[config.mk]
export PLATFORM = sky130hd
export DESIGN_NAME = cwst_seq
export DESIGN_NICKNAME = d
export VERILOG_FILES = /design/src/cumulative_weight_sampler_table_defines.svh /design/src/cwst_pkg.sv /design/src/cwst_seq.sv
export SDC_FILE = /design/constraint.sdc
export NUM_CORES = 1
export LEC_CHECK = 0
export BUFFER_PORTS_ARGS = -buffer_cell sky130_fd_sc_hd__buf_4
export CORE_AREA = 2 2 39 41
export DETAILED_ROUTE_END_ITERATION = 8
export DIE_AREA = 0 0 41 43
export GPL_ROUTABILITY_DRIVEN = 0
export GPL_TIMING_DRIVEN = 0
export PLACE_DENSITY = 0.48
export REMOVE_ABC_BUFFERS = 1
export SYNTH_ARGS = -nofsm -noshare
export SYNTH_HDL_FRONTEND = slang
export SYNTH_SLANG_ARGS = --single-unit
[constraint.sdc]
create_clock -name clk_i -period 2.53 [get_ports clk_i]
set_clock_uncertainty 0.15 [all_clocks]
set_input_delay 0.506 -clock clk_i [delete_from_list [all_inputs] [get_ports clk_i]]
set_output_delay 0.506 -clock clk_i [all_outputs]
set_load 0.03 [all_outputs]
[src/cumulative_weight_sampler_table_defines.svh]
// assertion macros for the weighted-selection table
// expects clk_i and rst_ni in the scope of each use
`ifndef CUMULATIVE_WEIGHT_SAMPLER_TABLE_DEFINES_SVH
`define CUMULATIVE_WEIGHT_SAMPLER_TABLE_DEFINES_SVH

// same-cycle implication
`define CWST_ASSERT(label, ante, cons, msg) \
  label: assert property (@(posedge clk_i) disable iff (!rst_ni) (ante) |-> (cons)) \
    else $error(msg);

// next-cycle implication
`define CWST_ASSERT_NEXT(label, ante, cons, msg) \
  label: assert property (@(posedge clk_i) disable iff (!rst_ni) (ante) |=> (cons)) \
    else $error(msg);

`endif

[src/cwst_pkg.sv]
// shared types, constants and microcode table of the weighted-selection table
// no dependencies
`timescale 1ns / 1ps

package cwst_pkg;

  localparam int unsigned MaxSpeciesDef = 1024;
  localparam int unsigned TotalWidthDef = 32;
  localparam int unsigned CfgWidth      = 32;
  localparam int unsigned RawWidth      = 32;
  localparam int unsigned IdxWidth      = 32;
  localparam int unsigned IdWidth       = 11;
  localparam int unsigned RtWidth       = 32;
  localparam int unsigned PaddrWidth    = 3;
  localparam int unsigned PcWidth       = 4;

  localparam logic [CfgWidth-1:0] MaxAbundanceRst = 32'd1000000;

  // register index, taken from paddr[2]
  localparam logic REG_MAX_ABUNDANCE = 1'b0;

  localparam logic CMD_ADD  = 1'b0;
  localparam logic CMD_PICK = 1'b1;

  typedef enum logic [1:0] {
    ST_OK       = 2'd0,
    ST_FULL     = 2'd1,
    ST_OVERFLOW = 2'd2,
    ST_BAD_PICK = 2'd3
  } status_e;

  typedef enum logic [3:0] {
    OP_NOP,
    OP_LATCH,
    OP_CLAMP,
    OP_SUM,
    OP_ADD_END,
    OP_PINIT,
    OP_PREAD,
    OP_PUPD,
    OP_PFIN,
    OP_EMIT
  } op_e;

  typedef enum logic [2:0] {
    C_NEVER,
    C_ALWAYS,
    C_NOT_IN_VALID,
    C_IS_PICK,
    C_BAD,
    C_LO_GE_HI,
    C_OUT_FREE
  } cond_e;

  typedef logic [PcWidth-1:0] pc_t;

  localparam pc_t STEP_FETCH   = 4'd0;
  localparam pc_t STEP_CLAMP   = 4'd1;
  localparam pc_t STEP_SUM     = 4'd2;
  localparam pc_t STEP_ADD_END = 4'd3;
  localparam pc_t STEP_PINIT   = 4'd4;
  localparam pc_t STEP_PCHECK  = 4'd5;
  localparam pc_t STEP_PREAD   = 4'd6;
  localparam pc_t STEP_PUPD    = 4'd7;
  localparam pc_t STEP_PFIN    = 4'd8;
  localparam pc_t STEP_EMIT    = 4'd9;
  localparam pc_t STEP_STALL   = 4'd10;

  typedef struct packed {
    op_e   op;
    cond_e cond;
    pc_t   target;
  } uword_t;

  typedef struct packed {
    logic in_valid;
    logic is_pick;
    logic bad;
    logic lo_ge_hi;
    logic out_free;
  } flags_t;

  // control store: jump to target when cond holds, else fall through
  function automatic uword_t ucode_rom(input pc_t pc);
    uword_t w;
    begin
      unique case (pc)
        STEP_FETCH:   w = '{op: OP_LATCH,   cond: C_NOT_IN_VALID, target: STEP_FETCH};
        STEP_CLAMP:   w = '{op: OP_CLAMP,   cond: C_IS_PICK,      target: STEP_PINIT};
        STEP_SUM:     w = '{op: OP_SUM,     cond: C_NEVER,        target: STEP_FETCH};
        STEP_ADD_END: w = '{op: OP_ADD_END, cond: C_ALWAYS,       target: STEP_EMIT};
        STEP_PINIT:   w = '{op: OP_PINIT,   cond: C_NEVER,        target: STEP_FETCH};
        STEP_PCHECK:  w = '{op: OP_NOP,     cond: C_BAD,          target: STEP_EMIT};
        STEP_PREAD:   w = '{op: OP_PREAD,   cond: C_LO_GE_HI,     target: STEP_PFIN};
        STEP_PUPD:    w = '{op: OP_PUPD,    cond: C_ALWAYS,       target: STEP_PREAD};
        STEP_PFIN:    w = '{op: OP_PFIN,    cond: C_NEVER,        target: STEP_FETCH};
        STEP_EMIT:    w = '{op: OP_EMIT,    cond: C_OUT_FREE,     target: STEP_FETCH};
        STEP_STALL:   w = '{op: OP_NOP,     cond: C_ALWAYS,       target: STEP_EMIT};
        default:      w = '{op: OP_NOP,     cond: C_ALWAYS,       target: STEP_FETCH};
      endcase
      return w;
    end
  endfunction

  // upper clamp first, then lower clamp to one
  function automatic logic [RawWidth-1:0] clamp_abundance(input logic [RawWidth-1:0] raw,
                                                          input logic [CfgWidth-1:0] lim);
    logic [RawWidth-1:0] amt;
    begin
      amt = (raw > lim) ? lim : raw;
      if (amt == '0) begin
        amt = RawWidth'(1);
      end
      return amt;
    end
  endfunction

endpackage

[src/cwst_seq.sv]
// microcode sequencer: step counter, control store and jump logic
// depends on cwst_pkg
`timescale 1ns / 1ps

module cwst_seq import cwst_pkg::*; (
  input  logic   clk_i,
  input  logic   rst_ni,
  input  flags_t flags_i,
  output op_e    op_o
);

  pc_t    pc_q, pc_d;
  uword_t uw;
  logic   take;

  always_comb begin
    uw = ucode_rom(pc_q);
    unique case (uw.cond)
      C_NEVER:        take = 1'b0;
      C_ALWAYS:       take = 1'b1;
      C_NOT_IN_VALID: take = !flags_i.in_valid;
      C_IS_PICK:      take = flags_i.is_pick;
      C_BAD:          take = flags_i.bad;
      C_LO_GE_HI:     take = flags_i.lo_ge_hi;
      C_OUT_FREE:     take = flags_i.out_free;
      default:        take = 1'b1;
    endcase
    pc_d = take ? uw.target : pc_q + 1'b1;
  end

  always_ff @(posedge clk_i or negedge rst_ni) begin
    if (!rst_ni) begin
      pc_q <= STEP_FETCH;
    end else begin
      pc_q <= pc_d;
    end
  end

  assign op_o = uw.op;

endmodule

==> impl.org <==
** Yosys
- Summed over all instances, the cell type with the most area after synthesis is dfrtp_1.
- Number of synthesized flops with an enable pin :: 0
- In the post-synthesis netlist, the biggest area contributors are dfrtp_1, ha_1, mux2i_1, a21oi_1, nor2_1.
- The synthesized netlist occupies a cell area of 404 um^2.
- The top cell type by area accounts for 24.8% of the synthesized area.
- Counting flops and latches in the post-synthesis netlist gives 4.
- In the synthesized netlist the dominant register cell turns out to be dfrtp_1.
- Ys async rst share :: 100%
- Cells after Synth :: 46
- Total of warnings raised by yosys :: 0
- Each instance of the synthesized netlist takes up on average 8.79 um^2.
- Count of different cell masters after synthesis :: 22
- Dominant cell by count in the synthesized netlist :: nor2_1
- Sequential fraction of the synthesis area :: 24.8%
- List of most frequent post-synthesis cells :: nor2_1, a21oi_1, inv_1, mux2i_1

** CTS
- Number of buffers on the longest clock path :: 2
- CTS tree :: built
- Clock latency on the worst-skew pair :: 0.24 ns
- In this run the number of H-tree levels came out at 1.
- The number of clock buffers added by TritonCTS is 3.
- Clock-pin slew was measured on the worst setup and hold paths at 0.04 ns.
- The number of setup buffers added after CTS is 0.
- Resized cells post-CTS :: 0
- Buffer cell driving the clock tree root :: clkbuf_4
- CTS saw 4 sinks.

** STA
- In the finished design, the share of the clock period the worst path needs comes to 90.6%.
- At the pin with the least slew margin, the transition time is 0.395 ns.
- Static timing analysis puts the maximum clock frequency at 0.436 GHz.
- The worst pin sits at a relative slew slack of 73.7%.
- The final count of hold timing violations was 0.
- RSZ-0062 raised after global routing :: false
- Post-route worst setup slack :: 0.238 ns
- The number of pins exceeding their max-slew limit in the final report is 0.
- Final Critical Period :: 2.29 ns
- Sum of negative setup slack :: 0 ns
- Worst hold slack :: 0.449 ns
- Setup violations remaining at the end of the flow were counted as 0.

** Hold path
- Path category of the worst min-delay check :: in -> async

** Worst setup path
- Start of the worst register-to-register path :: pc_q[0]$_DFF_PN0_
- Worst Setup End Kind :: output port
- Measured in cells, the most critical reg-to-reg path has a length of 5.
- For the worst setup path, the data required time is 1.87 ns.
- Critical Path Fanout Max :: 8
- At the worst endpoint, the arrival time is 1.64 ns.
- STA classifies the critical path startpoint as a flip-flop.
- WS Path Type :: reg -> out
- For flop-to-flop paths, the worst setup slack is 0.45 ns.
- The worst register-to-register path ends at pc_q[2]$_DFF_PN0_.

** Drt
- Mean number of vias per cell :: 4.85
- In the routed design, unresolved DRC markers number 0.
- Summed over all layers, the routed wires come to 847 um.
- Iteration count of the initial detailed-routing pass :: 4
- Remaining number of nets flagged by the antenna check after routing :: 0
- The detailed router placed 359 vias in this run.
- Drt first-iter violations :: 2
- Drt wl/cell :: 11.4 um

** Pwr
- Combinational fraction of design power :: 65.1%
- Clock share of power :: 11.8%
- Power per Cell Area :: 1340 nW/um^2
- Switching portion of total power :: 49.4%
- Summed over all cells, the static leakage comes to 0.259 nW.
- Across the VDD grid, the largest voltage drop is 0.613 mV.
- Summed over all nets, the switching power comes to 0.000340 W.
- Tot Pwr :: 0.000689 W
- Pint :: 0.000349 W
- Sequential group share of total power :: 23.1%

** Cells and area
- The final layout contains 71 nets.
- Top reg by flops :: pc_q
- Flip-flop count of the largest register, all copies and words added :: 4
- The area growth from synthesis to layout is 26.9%.
- Largest registers :: pc_q: 4 flops
- Share of final-layout standard cells stronger than drive strength 1 :: 29.3%
- At the end of the flow the core is filled with cells to 37.1%.
- The number of antenna diodes in the final layout is 0.

** Floorplanning
- Core footprint :: 1380 um^2
- Starting utilization of the core area :: 29.2%
- Std-Cell Rows :: 14
- The die covers 1760 um^2.
- In this run the horizontal extent of the chip is 41 um.
- I/O pin total :: 11
- Y dimension of the die :: 43 um

** Global route
- The first global-routing pass estimated 1330 um of wire.
- The total overflow left after global routing is 0.
- The number of global-route vias before repair is 308.
- Largest net degree at the start of global routing :: 13
- Number of antenna violations at the first check in global routing :: 0
- All-layer global routing usage :: 11.9%

** Status
- Run status :: finished clean

** Place
- Timing analysis after detailed placement gives a worst setup slack of 0.456 ns.
- Port buffer count :: 10

** Run
- Number of violations of the max-capacitance limit :: 0
power by group through the flow:
stage	logic, W	registers, W	clock network, W
floorplan	0.000344	0.000138	0
global placement	0.000449	0.000162	0
detailed placement	0.000450	0.000161	0
CTS	0.000453	0.000160	0.0000842
global route	0.000489	0.000167	0.0000901
finish	0.000449	0.000159	0.0000815
area by class of cell:
cell class / instances / area, um^2
inverters: 5 / 18.8
multi-input cells: 35 / 267
flip-flops and latches: 4 / 100
well taps: 16 / 20.0
clock buffers: 3 / 22.5
fillers: 150 / 871
repair buffers: 11 / 85.1
layout by cell type (no fill, tap or decap), drive strengths merged:
master,instances
ha,4
nand2,1
nor2,6
dlygate4sd3,1
clkbuf,3
mux2i,5
and2b,1
a311oi,1
xor2,1
a21oi,5
o211ai,1
buf,10
o21ai,3
nand3,2
and3,1
dfrtp,4
nand2b,1
o311ai,1
inv,5
nor2b,1
mux2,1
through the flow:
step           instances  cell area (um^2)
2_1_floorplan         44               385
3_3_place_gp          70               480
3_5_place_dp          70               480
4_1_cts               74               513
5_1_grt               74               513
6_report              74               513
critical path: stages, from the launching register on:
cell and delay, ns:
dfrtp_1 0.49, inv_1 0.08, ha_1 0.39, nor2_1 0.13, a21oi_1 0.05, nor2_1 0.10, buf_4 0.16
cell families after synthesis:
group,Yosys count,share of synthesized area [%]
buffers and inverters,7,9.29
muxes,6,16.1
DFF,4,24.8
and+or+nand+nor,13,17.3
xor gates and xnor gates,1,2.17
adders and majority gates,4,12.4
AOI/OAI and AO/OA,11,18.0
how the worst max path moves through the flow:
| stage | from | depth (start not counted) | endpoint |
|---|---|---|---|
| 6_report | pc_q[0]$_DFF_PN0_ | 6 | op_o[1] |
| 5_1_grt | pc_q[0]$_DFF_PN0_ | 6 | op_o[1] |
| 4_1_cts | pc_q[0]$_DFF_PN0_ | 6 | op_o[1] |
| 3_5_place_dp | pc_q[0]$_DFF_PN0_ | 5 | pc_q[2]$_DFF_PN0_ |
| 3_3_place_gp | pc_q[0]$_DFF_PN0_ | 5 | pc_q[2]$_DFF_PN0_ |
| 2_1_floorplan | pc_q[1]$_DFF_PN0_ | 4 | op_o[0] |
what timing repair did:
action	4_1_cts	5_1_grt
hold buffers	1	0
setup endpoints to repair	0	0
endpoints found under the hold margin	4	0
metal layers:
layer  track usage (%)  wire, um
met5                 0         0
met3              7.85        47
met4              6.00         0
met1              14.6       414
met2              15.3       384
No activity file was read; power rests on OpenSTA's default activity.
