$ cat src/cumulative_weight_sampler_table_defines.svh
// assertion macros for the weighted-selection table
// expects clk_i and rst_ni in the scope of each use
`ifndef CUMULATIVE_WEIGHT_SAMPLER_TABLE_DEFINES_SVH
`define CUMULATIVE_WEIGHT_SAMPLER_TABLE_DEFINES_SVH

// same-cycle implication
`define CWST_ASSERT(label, ante, cons, msg) \
  label: assert property (@(posedge clk_i) disable iff (!rst_ni) (ante) |-> (cons)) \
    else $error(msg);

// next-cycle implication
`define CWST_ASSERT_NEXT(label, ante, cons, msg) \
  label: assert property (@(posedge clk_i) disable iff (!rst_ni) (ante) |=> (cons)) \
    else $error(msg);

`endif

$ cat src/cwst_pkg.sv
// shared types, constants and microcode table of the weighted-selection table
// no dependencies
`timescale 1ns / 1ps

package cwst_pkg;

  localparam int unsigned MaxSpeciesDef = 1024;
  localparam int unsigned TotalWidthDef = 32;
  localparam int unsigned CfgWidth      = 32;
  localparam int unsigned RawWidth      = 32;
  localparam int unsigned IdxWidth      = 32;
  localparam int unsigned IdWidth       = 11;
  localparam int unsigned RtWidth       = 32;
  localparam int unsigned PaddrWidth    = 3;
  localparam int unsigned PcWidth       = 4;

  localparam logic [CfgWidth-1:0] MaxAbundanceRst = 32'd1000000;

  // register index, taken from paddr[2]
  localparam logic REG_MAX_ABUNDANCE = 1'b0;

  localparam logic CMD_ADD  = 1'b0;
  localparam logic CMD_PICK = 1'b1;

  typedef enum logic [1:0] {
    ST_OK       = 2'd0,
    ST_FULL     = 2'd1,
    ST_OVERFLOW = 2'd2,
    ST_BAD_PICK = 2'd3
  } status_e;

  typedef enum logic [3:0] {
    OP_NOP,
    OP_LATCH,
    OP_CLAMP,
    OP_SUM,
    OP_ADD_END,
    OP_PINIT,
    OP_PREAD,
    OP_PUPD,
    OP_PFIN,
    OP_EMIT
  } op_e;

  typedef enum logic [2:0] {
    C_NEVER,
    C_ALWAYS,
    C_NOT_IN_VALID,
    C_IS_PICK,
    C_BAD,
    C_LO_GE_HI,
    C_OUT_FREE
  } cond_e;

  typedef logic [PcWidth-1:0] pc_t;

  localparam pc_t STEP_FETCH   = 4'd0;
  localparam pc_t STEP_CLAMP   = 4'd1;
  localparam pc_t STEP_SUM     = 4'd2;
  localparam pc_t STEP_ADD_END = 4'd3;
  localparam pc_t STEP_PINIT   = 4'd4;
  localparam pc_t STEP_PCHECK  = 4'd5;
  localparam pc_t STEP_PREAD   = 4'd6;
  localparam pc_t STEP_PUPD    = 4'd7;
  localparam pc_t STEP_PFIN    = 4'd8;
  localparam pc_t STEP_EMIT    = 4'd9;
  localparam pc_t STEP_STALL   = 4'd10;

  typedef struct packed {
    op_e   op;
    cond_e cond;
    pc_t   target;
  } uword_t;

  typedef struct packed {
    logic in_valid;
    logic is_pick;
    logic bad;
    logic lo_ge_hi;
    logic out_free;
  } flags_t;

  // control store: jump to target when cond holds, else fall through
  function automatic uword_t ucode_rom(input pc_t pc);
    uword_t w;
    begin
      unique case (pc)
        STEP_FETCH:   w = '{op: OP_LATCH,   cond: C_NOT_IN_VALID, target: STEP_FETCH};
        STEP_CLAMP:   w = '{op: OP_CLAMP,   cond: C_IS_PICK,      target: STEP_PINIT};
        STEP_SUM:     w = '{op: OP_SUM,     cond: C_NEVER,        target: STEP_FETCH};
        STEP_ADD_END: w = '{op: OP_ADD_END, cond: C_ALWAYS,       target: STEP_EMIT};
        STEP_PINIT:   w = '{op: OP_PINIT,   cond: C_NEVER,        target: STEP_FETCH};
        STEP_PCHECK:  w = '{op: OP_NOP,     cond: C_BAD,          target: STEP_EMIT};
        STEP_PREAD:   w = '{op: OP_PREAD,   cond: C_LO_GE_HI,     target: STEP_PFIN};
        STEP_PUPD:    w = '{op: OP_PUPD,    cond: C_ALWAYS,       target: STEP_PREAD};
        STEP_PFIN:    w = '{op: OP_PFIN,    cond: C_NEVER,        target: STEP_FETCH};
        STEP_EMIT:    w = '{op: OP_EMIT,    cond: C_OUT_FREE,     target: STEP_FETCH};
        STEP_STALL:   w = '{op: OP_NOP,     cond: C_ALWAYS,       target: STEP_EMIT};
        default:      w = '{op: OP_NOP,     cond: C_ALWAYS,       target: STEP_FETCH};
      endcase
      return w;
    end
  endfunction

  // upper clamp first, then lower clamp to one
  function automatic logic [RawWidth-1:0] clamp_abundance(input logic [RawWidth-1:0] raw,
                                                          input logic [CfgWidth-1:0] lim);
    logic [RawWidth-1:0] amt;
    begin
      amt = (raw > lim) ? lim : raw;
      if (amt == '0) begin
        amt = RawWidth'(1);
      end
      return amt;
    end
  endfunction

endpackage

$ cat src/cwst_dp.sv
// datapath: request latch, clamp and sum, search window, result and output register
// depends on cwst_pkg and the assertion macros
`timescale 1ns / 1ps
`include "cumulative_weight_sampler_table_defines.svh"

module cwst_dp import cwst_pkg::*; #(
  parameter int unsigned MaxSpecies = MaxSpeciesDef,
  parameter int unsigned TotalWidth = TotalWidthDef,
  parameter int unsigned AddrWidth  = $clog2(MaxSpecies)
) (
  input  logic                  clk_i,
  input  logic                  rst_ni,
  input  op_e                   op_i,
  output flags_t                flags_o,
  input  logic [CfgWidth-1:0]   max_abundance_i,
  input  logic                  in_valid_i,
  input  logic                  command_i,
  input  logic [RawWidth-1:0]   raw_abundance_i,
  input  logic [IdxWidth-1:0]   individual_index_i,
  input  logic                  out_ready_i,
  output logic                  out_valid_o,
  output logic [IdWidth-1:0]    species_id_o,
  output logic [RtWidth-1:0]    running_total_o,
  output logic [1:0]            status_o,
  output logic                  ram_we_o,
  output logic                  ram_re_o,
  output logic [AddrWidth-1:0]  ram_addr_o,
  output logic [TotalWidth-1:0] ram_wdata_o,
  input  logic [TotalWidth-1:0] ram_rdata_i
);

  localparam int unsigned CntWidth = $clog2(MaxSpecies + 1);
  localparam int unsigned SumWidth = ((TotalWidth > RawWidth) ? TotalWidth : RawWidth) + 1;
  localparam int unsigned CmpWidth = (TotalWidth > IdxWidth) ? TotalWidth : IdxWidth;

  logic                  cmd_q, cmd_d;
  logic [RawWidth-1:0]   raw_q, raw_d;
  logic [IdxWidth-1:0]   idx_q, idx_d;
  logic [RawWidth-1:0]   amount_q, amount_d;
  logic [SumWidth-1:0]   sum_q, sum_d;
  logic [TotalWidth-1:0] total_q, total_d;
  logic [CntWidth-1:0]   count_q, count_d;
  logic [CntWidth-1:0]   lo_q, lo_d, hi_q, hi_d, mid_q, mid_d, mid_c;
  logic                  bad_q, bad_d;
  logic [IdWidth-1:0]    res_id_q, res_id_d;
  status_e               res_st_q, res_st_d;
  logic                  out_valid_q, out_valid_d;
  logic [IdWidth-1:0]    out_id_q, out_id_d;
  logic [RtWidth-1:0]    out_rt_q, out_rt_d;
  status_e               out_st_q, out_st_d;
  logic                  full, ovf, out_free;

  assign mid_c    = lo_q + ((hi_q - lo_q) >> 1);
  assign full     = (count_q == CntWidth'(MaxSpecies));
  assign ovf      = |sum_q[SumWidth-1:TotalWidth];
  assign out_free = !out_valid_q || out_ready_i;

  always_comb begin
    cmd_d       = cmd_q;
    raw_d       = raw_q;
    idx_d       = idx_q;
    amount_d    = amount_q;
    sum_d       = sum_q;
    total_d     = total_q;
    count_d     = count_q;
    lo_d        = lo_q;
    hi_d        = hi_q;
    mid_d       = mid_q;
    bad_d       = bad_q;
    res_id_d    = res_id_q;
    res_st_d    = res_st_q;
    out_valid_d = out_valid_q && !out_ready_i;
    out_id_d    = out_id_q;
    out_rt_d    = out_rt_q;
    out_st_d    = out_st_q;
    ram_we_o    = 1'b0;
    ram_re_o    = 1'b0;
    unique case (op_i)
      OP_NOP: begin
      end
      OP_LATCH: begin
        if (in_valid_i) begin
          cmd_d = command_i;
          raw_d = raw_abundance_i;
          idx_d = individual_index_i;
        end
      end
      OP_CLAMP: begin
        amount_d = clamp_abundance(raw_q, max_abundance_i);
      end
      OP_SUM: begin
        sum_d = SumWidth'(total_q) + SumWidth'(amount_q);
      end
      OP_ADD_END: begin
        if (full) begin
          res_id_d = '0;
          res_st_d = ST_FULL;
        end else if (ovf) begin
          res_id_d = '0;
          res_st_d = ST_OVERFLOW;
        end else begin
          ram_we_o = 1'b1;
          count_d  = count_q + 1'b1;
          total_d  = sum_q[TotalWidth-1:0];
          res_id_d = IdWidth'(count_q + 1'b1);
          res_st_d = ST_OK;
        end
      end
      OP_PINIT: begin
        lo_d     = '0;
        hi_d     = count_q;
        bad_d    = (count_q == '0) || (CmpWidth'(idx_q) >= CmpWidth'(total_q));
        res_id_d = '0;
        res_st_d = ST_BAD_PICK;
      end
      OP_PREAD: begin
        ram_re_o = 1'b1;
        mid_d    = mid_c;
      end
      OP_PUPD: begin
        if (CmpWidth'(ram_rdata_i) > CmpWidth'(idx_q)) begin
          hi_d = mid_q;
        end else begin
          lo_d = mid_q + 1'b1;
        end
      end
      OP_PFIN: begin
        if (lo_q < count_q) begin
          res_id_d = IdWidth'(lo_q + 1'b1);
          res_st_d = ST_OK;
        end
      end
      OP_EMIT: begin
        if (out_free) begin
          out_valid_d = 1'b1;
          out_id_d    = res_id_q;
          out_rt_d    = RtWidth'(total_q);
          out_st_d    = res_st_q;
        end
      end
      default: begin
      end
    endcase
  end

  assign ram_addr_o  = (op_i == OP_PREAD) ? mid_c[AddrWidth-1:0] : count_q[AddrWidth-1:0];
  assign ram_wdata_o = sum_q[TotalWidth-1:0];

  always_ff @(posedge clk_i or negedge rst_ni) begin
    if (!rst_ni) begin
      total_q     <= '0;
      count_q     <= '0;
      lo_q        <= '0;
      hi_q        <= '0;
      bad_q       <= 1'b0;
      out_valid_q <= 1'b0;
    end else begin
      total_q     <= total_d;
      count_q     <= count_d;
      lo_q        <= lo_d;
      hi_q        <= hi_d;
      bad_q       <= bad_d;
      out_valid_q <= out_valid_d;
    end
  end

  always_ff @(posedge clk_i) begin
    cmd_q    <= cmd_d;
    raw_q    <= raw_d;
    idx_q    <= idx_d;
    amount_q <= amount_d;
    sum_q    <= sum_d;
    mid_q    <= mid_d;
    res_id_q <= res_id_d;
    res_st_q <= res_st_d;
    out_id_q <= out_id_d;
    out_rt_q <= out_rt_d;
    out_st_q <= out_st_d;
  end

  assign flags_o.in_valid = in_valid_i;
  assign flags_o.is_pick  = (cmd_q == CMD_PICK);
  assign flags_o.bad      = bad_q;
  assign flags_o.lo_ge_hi = (lo_q >= hi_q);
  assign flags_o.out_free = out_free;

  assign out_valid_o     = out_valid_q;
  assign species_id_o    = out_id_q;
  assign running_total_o = out_rt_q;
  assign status_o        = out_st_q;

  `CWST_ASSERT(a_count_bound, 1'b1, count_q <= CntWidth'(MaxSpecies), "species count past table size")
  `CWST_ASSERT_NEXT(a_add_commit, op_i == OP_ADD_END && !full && !ovf, count_q == $past(count_q) + 1'b1 && total_q > $past(total_q), "add did not grow table and total")
  `CWST_ASSERT(a_search_window, op_i == OP_PREAD || op_i == OP_PUPD, lo_q <= hi_q && hi_q <= count_q, "search window out of order")
  `CWST_ASSERT_NEXT(a_emit_load, op_i == OP_EMIT && out_free, out_valid_q && out_id_q == $past(res_id_q), "result not loaded on emit")

endmodule

$ cat config.mk
export PLATFORM = sky130hd
export DESIGN_NAME = cwst_dp
export DESIGN_NICKNAME = d
export VERILOG_FILES = /design/src/cwst_pkg.sv /design/src/cwst_dp.sv
export VERILOG_INCLUDE_DIRS = /design/src /design/src/src
export SDC_FILE = /design/constraint.sdc
export NUM_CORES = 1
export LEC_CHECK = 0
export ABC_AREA = 1
export BUFFER_PORTS_ARGS = -buffer_cell sky130_fd_sc_hd__buf_2
export CORE_MARGIN = 2
export CORE_UTILIZATION = 25
export CTS_CLUSTER_SIZE = 30
export DETAILED_ROUTE_END_ITERATION = 12
export SLEW_MARGIN = 25
export SYNTH_ARGS = -nofsm -noshare
export SYNTH_HDL_FRONTEND = slang
export SYNTH_SLANG_ARGS = --single-unit
$ cat constraint.sdc
create_clock -name clk_i -period 3.5 [get_ports clk_i]
set_clock_uncertainty 0.1 [all_clocks]
set_input_delay 1.05 -clock clk_i [delete_from_list [all_inputs] [get_ports clk_i]]
set_output_delay 1.05 -clock clk_i [all_outputs]
set_load 0.005 [all_outputs]
==> reports/results.ini <==
[finish]
n_fill_cell = 6379
finalNetCount = 2256
diodes = 0
seq_area_um2 = 7654
area_growth_pct = 26.49
multi_input_area_um2 = 6819
drive_gt1_share_pct = 21.93

[setup_path]
cp_top_family = compound AO/OA/AOI/OAI gates
crit_chain = inv_2, ha_4, inv_4, fa_2, a31oi_4, xor2_1, ha_1, a21oi_2, nand2_2, a21oi_2, o21bai_1, a21oi_1, o21bai_1, xor2_1, nand2_1, o21ai_1, buf_2
cp_data_arrival_time_ps = 3430
crit_path_end_kind = output pin
crit_buf_inv = 3
critPathRequiredTime_ps = 2350
critPathLaunchType = flop
critPathKind = flop to output pin
slowest_stage = fa_2
crit_fanout = 5
max_stage_delay_ps = 410

[global_route]
grt_pass1_wl_um = 70310
grtUsageTotal_pct = 14.52
grt_pass1_vias = 12070
grt_overflow_total = 0
grt_start_max_net_pins = 68
antenna_found_initial = 1

[timing]
fmax_mhz = 218.1
timing.final.ws_setup_ps = -1085
fin_setup_tns_ps = -7395
drv_slew = 0
rsz0062_at_grt = true
slew_headroom_pct = 55.48
setup_violations = 10
max_slew.worst_pin.slew_ps = 667.7
final.period_utilization_pct = 131.0
hold_viol = 0
finalCriticalPeriod_ps = 4585

[logic_synthesis]
synth_fa_ha_area_share_pct = 13.42
syn-num-nets = 1967
synth_edf_count = 199
synth.distinct_cells = 50
synth_sequential_area_ratio_pct = 48.91
ys_warn_count = 0
syn_area_per_cell_um2 = 9.403
netlist_area_um2 = 15650
synth-seq-cells = 266
async_flop_share_pct = 25.19
synth.mux.area_fraction_pct = 0
synth_top_family_by_area = simple AND/OR/NAND/NOR gates
synth_cells = 1664
synth_xor_area_share_pct = 3.191
synth-compound-area-share_pct = 10.82
synthSimpleGateAreaFrac_pct = 14.16
synth-main-ff-cell = edfxtp_1

[worst_hold_path]
min_path_type = flop to flop

[routing]
vias = 12320
vias_per_cell = 4.374
drtIter0Drc = 720
totalWireLength_um = 48090
drc = 0
avgRoutedWirePerCell_um = 17.08
dr.pass1.iters = 5
drtAntennaViolNets = 0

[placement]
place.gp.congestion = 0.9350
dp_hpwl_um = 38180
portBuffers = 231
dp_worst_setup_slack_ps = -564.9

[cts]
cts_max_level = 2
ctsRootBufferMaster = clkbuf_16
cts_inserted_buffers = 35
postCtsHoldBufs = 0
clock_latency_ps = 550
clock_sinks = 266
path_clk_slew_ps = 60
max-clock-path-buffers = 3
tritoncts = yes

[floorplanning]
die_w_um = 254.2
rows = 91
core-area_um2 = 61830
start_util_pct = 25.31
die_h_um = 254.2
dieArea_um2 = 64600
io_pins = 232

[run]
drv_cap = 0

[pwr]
ir_drop_uv = 371.4
finalPower_mw = 11.02
p_leak_nw = 8.965
power_density_nw_per_um2 = 556.6

[status]
violations = setup timing
status = finished with violations

[what timing repair did]
action | 4_1_cts | 5_1_grt
setup buffers | 6 | 8
setup endpoints to repair | 12 | 13
resized for setup | 19 | 31
cloned | 0 | 2
pin swaps | 13 | 26
[path summary, 6_finish.rpt]
path	slack, ps	to	depth (start not counted)	startpoint
max in group asynchronous	2470	hi_q[1]	2	rst_ni
min in group asynchronous	440	count_q[1]	2	rst_ni
max	-1080	ram_addr_o[8]	17	hi_q[0]
min reg2reg	310	species_id_o[4]	0	res_id_q[4]
min	310	species_id_o[4]	0	res_id_q[4]
max reg2reg	250	mid_q[10]	17	hi_q[0]
[synthesized netlist by cell type, drive strengths merged (5+ instances only)]
master	count	area share, %
nor3	23	0.77
nand2	326	7.9
a21boi	5	0.24
ha	163	13
xnor2	15	0.84
edfxtp	199	38
dfrtp	67	11
inv	279	6.7
nand3	62	2.0
o21ai	125	4.0
o21a	6	0.29
nor2	93	2.3
o21bai	8	0.41
nand4	18	0.72
buf	55	2.6
a21o	8	0.38
clkbuf	8	0.19
a31oi	11	0.44
xor2	42	2.4
a21oi	111	3.6
nor4	8	0.40
[state kept, by name, indices dropped and copies added (netlist names)]
| name | flops |
|---|---|
| lo_q | 11 |
| total_q | 32 |
| hi_q | 11 |
| raw_q | 32 |
| res_id_q | 11 |
| mid_q | 11 |
| idx_q | 32 |
| species_id_o | 11 |
| running_total_o | 32 |
| out_valid_o | 1 |
| status_o | 2 |
| bad_q | 1 |
| cmd_q | 1 |
| count_q | 11 |
| amount_q | 32 |
| res_st_q | 2 |
| sum_q | 33 |
[stage by stage]
| step | hold slack [ps] | std cells | utilization [%] | instance area (um^2) |
|---|---|---|---|---|
| CTS | 322.9 | 2807 | 31.68 | 19590 |
| floorplan | 300.3 | 1664 | - | 15720 |
| global route | 328.3 | 2816 | 32.01 | 19790 |
| global placement | 307.7 | 2738 | 29.35 | 18140 |
| detailed placement | 314.3 | 2738 | 29.35 | 18140 |
| finish | 313.8 | 2816 | 32.01 | 19790 |
[power breakdown]
part           internal, mW  total (mW)  switching, mW
combinational          1.30        2.97           1.67
clock                  2.67        4.08           1.42
sequential             3.74        3.96          0.219
total                  7.71        11.0           3.30
[cell usage in the layout, fill, tap and decap left out, types with 9 or more instances in the layout]
cell type	netlist	layout
a21oi_1	109	100
a21oi_2	2	10
a31oi_1	11	9
buf_2	12	231
buf_4	38	72
bufinv_16	0	10
clkbuf_16	0	38
dfrtp_1	67	66
edfxtp_1	199	199
ha_1	163	156
inv_1	276	269
nand2_1	323	321
nand3_1	62	61
nand4_1	18	18
nor2_1	91	87
nor3_1	22	20
o21ai_0	80	71
o21ai_1	44	51
xnor2_1	15	14
xor2_1	42	36
[layout make-up]
cell class                      count  area share [%]
Timing Repair Buffer              315           9.679
Clock inverter                     19           1.776
Tap cell                          837           5.291
Clock buffer                       44           4.811
Inverter                          279           5.317
Sequential cell                   266           38.67
Multi-Input combinational cell   1056           34.45
[cell families (layout without fill, tap and decap cells)]
kind of cell	Yosys count	count (layout)
and+or+nand+nor	532	532
buffers and inverters	342	657
AOI/OAI and AO/OA	301	301
DFF	266	266
adders and majority gates	166	166
xor gates and xnor gates	57	57
[routing by layer]
layer	GRT usage, %	vias up	part of all wire [%]
li1	-	6164	-
met1	17.97	5783	43
met2	24.45	302	47
met3	3.725	68	6.2
met4	5.143	0	3.1
met5	0	-	0
Power figures use the tool's default switching activity.
